**src/hw/rtl/aes_ccm_stream_encrypt_assert.svh**
```systemverilog
// Assertion macros for the CCM stream encryptor.
// Used by the top level; expects signals named clock and reset in scope.
`ifndef AES_CCM_STREAM_ENCRYPT_ASSERT_SVH
`define AES_CCM_STREAM_ENCRYPT_ASSERT_SVH

// Same-cycle implication.
`define ACCM_ASSERT_NOW(lbl, cond, prop, msg) \
   lbl: assert property (@(posedge clock) disable iff (reset) (cond) |-> (prop)) \
      else $error(msg);

// Next-cycle implication.
`define ACCM_ASSERT_NEXT(lbl, cond, prop, msg) \
   lbl: assert property (@(posedge clock) disable iff (reset) (cond) |=> (prop)) \
      else $error(msg);

`endif

```
**src/hw/rtl/accm_pkg.sv**
```systemverilog
// Shared types, constants and AES helper functions for the CCM encryptor.
// No dependencies.
package accm_pkg;

   localparam logic OP_DATA   = 1'b0;
   localparam logic OP_FINISH = 1'b1;
   localparam int   AES_ROUNDS = 10;

   typedef struct packed {
      logic       opcode;
      logic [7:0] data_byte;
   } req_type;

   typedef struct packed {
      logic [7:0] out_byte;
      logic       is_tag;
      logic       last;
      logic       error;
   } rsp_type;

   typedef enum logic [1:0] {
      KIND_HDR = 2'd0,
      KIND_PAY = 2'd1,
      KIND_FIN = 2'd2,
      KIND_ERR = 2'd3
   } kind_type;

   typedef struct packed {
      kind_type   kind;
      logic       start;
      logic       last;
      logic [7:0] data_byte;
   } item_type;

   typedef enum logic [2:0] {
      REG_KEY_HIGH       = 3'd0,
      REG_KEY_LOW        = 3'd1,
      REG_NONCE_HIGH     = 3'd2,
      REG_NONCE_LOW      = 3'd3,
      REG_NONCE_LENGTH   = 3'd4,
      REG_TAG_LENGTH     = 3'd5,
      REG_HEADER_LENGTH  = 3'd6,
      REG_PAYLOAD_LENGTH = 3'd7
   } reg_index_type;

   typedef struct packed {
      logic [63:0] key_high;
      logic [63:0] key_low;
      logic [39:0] nonce_high;
      logic [63:0] nonce_low;
      logic [3:0]  nonce_length;
      logic [4:0]  tag_length;
      logic [15:0] header_length;
      logic [15:0] payload_length;
   } csr_type;

   typedef struct packed {
      logic       started;
      logic [1:0] fill;
   } front_status_type;

   localparam logic [7:0] SBOX [256] = '{
      8'h63,8'h7c,8'h77,8'h7b,8'hf2,8'h6b,8'h6f,8'hc5,8'h30,8'h01,8'h67,8'h2b,8'hfe,8'hd7,8'hab,8'h76,
      8'hca,8'h82,8'hc9,8'h7d,8'hfa,8'h59,8'h47,8'hf0,8'had,8'hd4,8'ha2,8'haf,8'h9c,8'ha4,8'h72,8'hc0,
      8'hb7,8'hfd,8'h93,8'h26,8'h36,8'h3f,8'hf7,8'hcc,8'h34,8'ha5,8'he5,8'hf1,8'h71,8'hd8,8'h31,8'h15,
      8'h04,8'hc7,8'h23,8'hc3,8'h18,8'h96,8'h05,8'h9a,8'h07,8'h12,8'h80,8'he2,8'heb,8'h27,8'hb2,8'h75,
      8'h09,8'h83,8'h2c,8'h1a,8'h1b,8'h6e,8'h5a,8'ha0,8'h52,8'h3b,8'hd6,8'hb3,8'h29,8'he3,8'h2f,8'h84,
      8'h53,8'hd1,8'h00,8'hed,8'h20,8'hfc,8'hb1,8'h5b,8'h6a,8'hcb,8'hbe,8'h39,8'h4a,8'h4c,8'h58,8'hcf,
      8'hd0,8'hef,8'haa,8'hfb,8'h43,8'h4d,8'h33,8'h85,8'h45,8'hf9,8'h02,8'h7f,8'h50,8'h3c,8'h9f,8'ha8,
      8'h51,8'ha3,8'h40,8'h8f,8'h92,8'h9d,8'h38,8'hf5,8'hbc,8'hb6,8'hda,8'h21,8'h10,8'hff,8'hf3,8'hd2,
      8'hcd,8'h0c,8'h13,8'hec,8'h5f,8'h97,8'h44,8'h17,8'hc4,8'ha7,8'h7e,8'h3d,8'h64,8'h5d,8'h19,8'h73,
      8'h60,8'h81,8'h4f,8'hdc,8'h22,8'h2a,8'h90,8'h88,8'h46,8'hee,8'hb8,8'h14,8'hde,8'h5e,8'h0b,8'hdb,
      8'he0,8'h32,8'h3a,8'h0a,8'h49,8'h06,8'h24,8'h5c,8'hc2,8'hd3,8'hac,8'h62,8'h91,8'h95,8'he4,8'h79,
      8'he7,8'hc8,8'h37,8'h6d,8'h8d,8'hd5,8'h4e,8'ha9,8'h6c,8'h56,8'hf4,8'hea,8'h65,8'h7a,8'hae,8'h08,
      8'hba,8'h78,8'h25,8'h2e,8'h1c,8'ha6,8'hb4,8'hc6,8'he8,8'hdd,8'h74,8'h1f,8'h4b,8'hbd,8'h8b,8'h8a,
      8'h70,8'h3e,8'hb5,8'h66,8'h48,8'h03,8'hf6,8'h0e,8'h61,8'h35,8'h57,8'hb9,8'h86,8'hc1,8'h1d,8'h9e,
      8'he1,8'hf8,8'h98,8'h11,8'h69,8'hd9,8'h8e,8'h94,8'h9b,8'h1e,8'h87,8'he9,8'hce,8'h55,8'h28,8'hdf,
      8'h8c,8'ha1,8'h89,8'h0d,8'hbf,8'he6,8'h42,8'h68,8'h41,8'h99,8'h2d,8'h0f,8'hb0,8'h54,8'hbb,8'h16};

   function automatic logic [7:0] xt(input logic [7:0] a);
      return {a[6:0], 1'b0} ^ (a[7] ? 8'h1b : 8'h00);
   endfunction

   function automatic logic [7:0] byte_at(input logic [127:0] blk, input logic [3:0] idx);
      return blk[{~idx, 3'b000} +: 8];
   endfunction

   function automatic logic [127:0] aes_round(input logic [127:0] s, input logic last_rnd);
      logic [7:0]   t [16];
      logic [7:0]   a0, a1, a2, a3, al;
      logic [127:0] r;
      for (int c = 0; c < 4; c++) begin
         for (int i = 0; i < 4; i++) begin
            t[c*4+i] = SBOX[s[127 - 8*((((c + i) & 3) * 4) + i) -: 8]];
         end
      end
      if (!last_rnd) begin
         for (int c = 0; c < 4; c++) begin
            a0 = t[c*4];
            a1 = t[c*4+1];
            a2 = t[c*4+2];
            a3 = t[c*4+3];
            al = a0 ^ a1 ^ a2 ^ a3;
            t[c*4]   = a0 ^ al ^ xt(a0 ^ a1);
            t[c*4+1] = a1 ^ al ^ xt(a1 ^ a2);
            t[c*4+2] = a2 ^ al ^ xt(a2 ^ a3);
            t[c*4+3] = a3 ^ al ^ xt(a3 ^ a0);
         end
      end
      for (int i = 0; i < 16; i++) begin
         r[127 - 8*i -: 8] = t[i];
      end
      return r;
   endfunction

   function automatic logic [127:0] key_expand(input logic [127:0] k, input logic [7:0] rc);
      logic [31:0] w0, w1, w2, w3, tmp;
      w0  = k[127:96];
      w1  = k[95:64];
      w2  = k[63:32];
      w3  = k[31:0];
      tmp = {SBOX[w3[23:16]] ^ rc, SBOX[w3[15:8]], SBOX[w3[7:0]], SBOX[w3[31:24]]};
      w0  = w0 ^ tmp;
      w1  = w1 ^ w0;
      w2  = w2 ^ w1;
      w3  = w3 ^ w2;
      return {w0, w1, w2, w3};
   endfunction

   function automatic logic [3:0] nonce_used(input logic [3:0] len);
      return (len > 4'd13) ? 4'd13 : len;
   endfunction

   function automatic logic [4:0] tag_used(input logic [4:0] len);
      logic [4:0] t;
      t = len & 5'h1e;
      if (t < 5'd4) t = 5'd4;
      if (t > 5'd16) t = 5'd16;
      return t;
   endfunction

endpackage

```
**src/hw/rtl/accm_front.sv**
```systemverilog
// Front end: accepts beats, tracks frame position and classifies items into a small queue.
// Depends on accm_pkg.
module accm_front import accm_pkg::*; (
   input  logic             clock,
   input  logic             reset,
   input  logic             abort,
   input  logic [15:0]      header_length,
   input  logic [15:0]      payload_length,
   input  logic             req_valid,
   output logic             req_stall,
   input  req_type          req_data,
   output item_type         item,
   output logic             item_valid,
   input  logic             pop,
   output front_status_type status
);

   item_type    queue_ff [2];
   logic        wr_ptr_ff, rd_ptr_ff;
   logic [1:0]  fill_ff, fill_in;
   logic        started_ff, started_in;
   logic [15:0] hdr_cnt_ff, hdr_cnt_in;
   logic [15:0] pay_cnt_ff, pay_cnt_in;
   logic        accept;
   logic [15:0] hc, pc;
   logic [16:0] hc_nx, pc_nx;
   item_type    cls;

   assign accept    = req_valid && !req_stall;
   assign req_stall = (fill_ff == 2'd2);
   assign hc        = started_ff ? hdr_cnt_ff : 16'd0;
   assign pc        = started_ff ? pay_cnt_ff : 16'd0;
   assign hc_nx     = {1'b0, hc} + 17'd1;
   assign pc_nx     = {1'b0, pc} + 17'd1;

   always_comb begin
      cls.start     = !started_ff;
      cls.data_byte = req_data.data_byte;
      cls.last      = 1'b0;
      cls.kind      = KIND_ERR;
      started_in    = started_ff;
      hdr_cnt_in    = hdr_cnt_ff;
      pay_cnt_in    = pay_cnt_ff;
      if (accept) begin
         started_in = 1'b1;
         hdr_cnt_in = hc;
         pay_cnt_in = pc;
         if (req_data.opcode == OP_FINISH) begin
            if (hc == header_length && pc == payload_length) begin
               cls.kind   = KIND_FIN;
               started_in = 1'b0;
               hdr_cnt_in = 16'd0;
               pay_cnt_in = 16'd0;
            end
         end else if (hc < header_length) begin
            cls.kind   = KIND_HDR;
            cls.last   = (hc_nx == {1'b0, header_length});
            hdr_cnt_in = hc_nx[15:0];
         end else if (pc < payload_length) begin
            cls.kind   = KIND_PAY;
            cls.last   = (pc_nx == {1'b0, payload_length});
            pay_cnt_in = pc_nx[15:0];
         end
      end
      if (abort) begin
         started_in = 1'b0;
      end
   end

   always_comb begin
      fill_in = fill_ff;
      if (accept && !pop) fill_in = fill_ff + 2'd1;
      if (!accept && pop) fill_in = fill_ff - 2'd1;
   end

   always_ff @(posedge clock) begin
      if (reset) begin
         wr_ptr_ff  <= 1'b0;
         rd_ptr_ff  <= 1'b0;
         fill_ff    <= 2'd0;
         started_ff <= 1'b0;
         hdr_cnt_ff <= 16'd0;
         pay_cnt_ff <= 16'd0;
      end else begin
         if (accept) wr_ptr_ff <= !wr_ptr_ff;
         if (pop) rd_ptr_ff <= !rd_ptr_ff;
         fill_ff    <= fill_in;
         started_ff <= started_in;
         hdr_cnt_ff <= hdr_cnt_in;
         pay_cnt_ff <= pay_cnt_in;
      end
      if (accept) queue_ff[wr_ptr_ff] <= cls;
   end

   assign item           = queue_ff[rd_ptr_ff];
   assign item_valid     = (fill_ff != 2'd0);
   assign status.started = started_ff;
   assign status.fill    = fill_ff;

endmodule

```
**config.mk**
```make
export PLATFORM = sky130hd
export DESIGN_NAME = accm_front
export DESIGN_NICKNAME = d
export VERILOG_FILES = /design/src/hw/rtl/aes_ccm_stream_encrypt_assert.svh /design/src/hw/rtl/accm_pkg.sv /design/src/hw/rtl/accm_front.sv
export SDC_FILE = /design/constraint.sdc
export NUM_CORES = 1
export LEC_CHECK = 0
export ABC_AREA = 1
export BUFFER_PORTS_ARGS = -buffer_cell sky130_fd_sc_hd__buf_2
export CAP_MARGIN = 10
export CELL_PAD_IN_SITES_DETAIL_PLACEMENT = 1
export CELL_PAD_IN_SITES_GLOBAL_PLACEMENT = 1
export CORE_MARGIN = 2
export CORE_UTILIZATION = 42
export CTS_BUF_LIST = sky130_fd_sc_hd__clkbuf_16
export CTS_CLUSTER_SIZE = 14
export DETAILED_ROUTE_END_ITERATION = 8
export PLACE_DENSITY = 0.92
export SYNTH_ARGS = -nofsm -noshare
export SYNTH_HDL_FRONTEND = slang
export SYNTH_SLANG_ARGS = --single-unit
```
**constraint.sdc**
```tcl
create_clock -name clock -period 3.08 [get_ports clock]
set_input_delay 0.616 -clock clock [delete_from_list [all_inputs] [get_ports clock]]
set_output_delay 0.616 -clock clock [all_outputs]
set_load 0.01 [all_outputs]
```
==> flow_metrics.py <==
metrics = {
    "synthesis": {
        "synth-adder-area-share_pct": 7.59,
        "ys_types": 38,
        "synthesis.nets": 894,
        "yosysSeqAreaShare_pct": 28.1,
        "synth_edf_count": 24,
        "synthTopCellsByArea": "nand2_1 18%, dfxtp_1 14%, edfxtp_1 14%",
        "yosys.area.top_type_share_pct": 17.9,
        "synthSimpleGateAreaFrac_pct": 35.9,
        "yosys_warnings": 0,
        "synth_compound_area_share_pct": 13.6,
        "ys_async_sr_fraction_pct": 0,
        "ys_ff_latch": 62,
        "synth.area.mux_share_pct": 2.56,
        "synthCells": 816,
        "syn_area_sq_mm": 0.00528,
        "ys.flop_type": "dfxtp_1",
        "synth_top_family_by_area": "simple AND/OR/NAND/NOR gates",
        "yosysTopAreaCell": "nand2_1",
        "syn_area_per_cell_sq_um": 6.47,
        "synth-xor-area-share_pct": 1.42,
    },
    "route": {
        "drc": 0,
        "dr.pass1.iters": 5,
        "wl_um": 17100,
        "viasPerCell": 5.41,
        "wl_per_cell_um": 16.2,
        "ant_nets": 0,
        "vias": 5688,
        "drt_iter0_markers": 432,
    },
    "clocking": {
        "cts_buffers": 9,
        "insertion_delay_ns": 0.33,
        "cts_root_buffer": "clkbuf_16",
        "htreeDepth": 3,
        "clock_sinks": 62,
        "clockBufferDepth": 2,
        "clkTransAtPathRegs_ns": 0.06,
        "cts_tree": "built",
        "postCtsSetupRepairBufs": 0,
    },
    "worst_setup_path": {
        "worstPathRequired_ns": 3.31,
        "crit_type": "register to register",
        "worstSetupEndpointType": "register",
        "worstSetupStartpointType": "register",
        "rr_worst_depth": 13,
        "reg2reg_to": "pay_cnt_ff[1]",
        "arrival_ns": 3.20,
        "reg2reg_slack_ns": 0.12,
        "crit_fanout": 15,
        "worstReg2RegStart": "started_ff",
    },
    "die": {
        "die_y_um": 116,
        "die_w_um": 116,
        "rows": 40,
        "num_io_pins": 63,
        "fp.coreArea_sq_mm": 0.0122,
        "start_util_pct": 43.4,
        "dieArea_sq_mm": 0.0135,
    },
    "place": {
        "portBuffers": 62,
        "dpl.hpwl_um": 12900,
        "place_congestion": 0.906,
        "dp_cells": 1035,
    },
    "global_routing": {
        "grt_overflow_total": 0,
        "grt_pass1_vias": 5587,
        "grt_pass1_wl_um": 27500,
        "grt_max_degree": 28,
        "grt_antenna_before_repair": 0,
        "track_usage_pct": 25.9,
    },
    "timing": {
        "skew_ns": 0.00758,
        "fin_crit_ns": 2.96,
        "fmaxAchievable_mhz": 338,
        "fin_tns_setup_ns": 0,
        "hold_slack_ns": 0.481,
        "worstMarginPinSlew_ns": 0.732,
        "relSlewSlack_pct": 51.2,
        "finalHoldViolations": 0,
        "period_share_pct": 96.1,
        "finalSetupViolations": 0,
        "slew_violations": 0,
    },
    "run_status": {
        "outcome": "finished, final reports clean",
    },
    "final_layout": {
        "nFillCells": 1680,
        "mostFrequentLayoutCells": "249 x nand2_1, 105 x inv_1, 79 x nand3_1",
        "fin_nets": 956,
        "final_cells": 1051,
        "antennaDiodeCount": 0,
        "area_growth_pct": 15.7,
        "drive_gt1_share_pct": 16.3,
        "final_common_cell": "nand2_1",
    },
    "power": {
        "pwr_density_cell_mw_per_mm2": 404,
        "peakVddDrop_mv": 0.279,
        "leakage_nw": 3.14,
    },
    "worst_hold_path": {
        "min_to": "queue_ff[0][7]",
        "hold_path.class": "input pin to register",
        "hp-start": "req_data[7]",
        "holdPathStages": 1,
    },
    "flow_run": {
        "drv_cap": 0,
    },
}
==> worst max path at each step <==
stage	depth (start not counted)	slack [ns]	start	end
detailed placement	14	0.16	header_length[15]	pay_cnt_ff[13]
finish	13	0.12	started_ff	pay_cnt_ff[1]
CTS	15	0.08	started_ff	hdr_cnt_ff[15]
global route	13	-0.03	started_ff	pay_cnt_ff[1]
floorplan	18	0.69	started_ff	pay_cnt_ff[9]
global placement	14	0.30	header_length[15]	pay_cnt_ff[9]
==> critical path, cell delays in order (launching register included) <==
cell,delay (ns)
dfxtp_2,0.34
buf_4,0.17
nand2_1,0.10
inv_1,0.10
ha_1,0.31
nand2_1,0.10
a21oi_2,0.16
nand3_1,0.11
nor2_1,0.26
a21oi_2,0.15
nor2_4,0.36
nand3_1,0.23
or2_0,0.27
a21oi_1,0.20
==> layout make-up <==
cell class | instances | area [sq um] | share of cell area [%]
sequential | 62 | 1480 | 24.3
tap | 168 | 210 | 3.44
inverter | 113 | 424 | 6.95
multi-input combinational | 617 | 3240 | 53.0
clock buffer | 9 | 225 | 3.69
clock inverter | 7 | 104 | 1.70
timing repair buffer | 75 | 420 | 6.89
==> cells by family after synthesis <==
| family | after synthesis |
|---|---|
| AO/OA/AOI/OAI | 131 |
| XOR/XNOR | 7 |
| adder cells (fa/ha/maj) | 32 |
| buffers and inverters | 137 |
| flip-flops | 62 |
| multiplexers | 12 |
| AND/OR/NAND/NOR | 435 |
==> synthesized netlist by cell type, types with 3 or more instances <==
library cell	count
dfxtp_1	38
a21oi_1	69
edfxtp_1	24
nor2_1	65
xor2_1	5
ha_1	32
inv_1	105
nand3_2	4
nor3_1	3
nor2_4	3
o211ai_1	16
nand3_1	79
mux2_2	12
inv_2	8
o21ai_0	35
nor2_2	10
nand2_2	6
buf_2	7
clkbuf_1	10
nand4_1	9
nand2_1	251
==> stage by stage <==
step	util, %	setup WS, ns	area, sq um	power (W)
global route	50.2	-0.0339	6100	0.00256
detailed placement	47.4	0.159	5760	0.00135
floorplan	-	0.691	5280	0.00120
finish	50.2	0.119	6100	0.00246
CTS	50.1	0.0826	6090	0.00247
global placement	47.4	0.302	5760	0.00134
==> sequential cells by signal (all words and copies together), names as in the netlist, named ones only <==
name and flops:
wr_ptr_ff 1, pay_cnt_ff 16, rd_ptr_ff 1, hdr_cnt_ff 16, started_ff 1, queue_ff 24, fill_ff 2
==> report_power, final <==
| part | internal [W] | switching, W | total [W] |
|---|---|---|---|
| clock network | 0.000720 | 0.000400 | 0.00112 |
| logic | 0.000144 | 0.000251 | 0.000395 |
| registers | 0.000908 | 0.0000416 | 0.000950 |
| total | 0.00177 | 0.000693 | 0.00246 |
==> routing by layer <==
metal,share of wire (%),track usage (%),wire length (um)
met1,44,33.7,7550
met2,48,44.6,8250
met3,5.5,4.81,945
met4,1.8,6.35,310
met5,0,0,0
==> repair_timing <==
item	CTS	global route
hold buffers	0	0
endpoints found under the setup margin	0	12
resized for setup	0	3
Power figures use the tool's default switching activity.
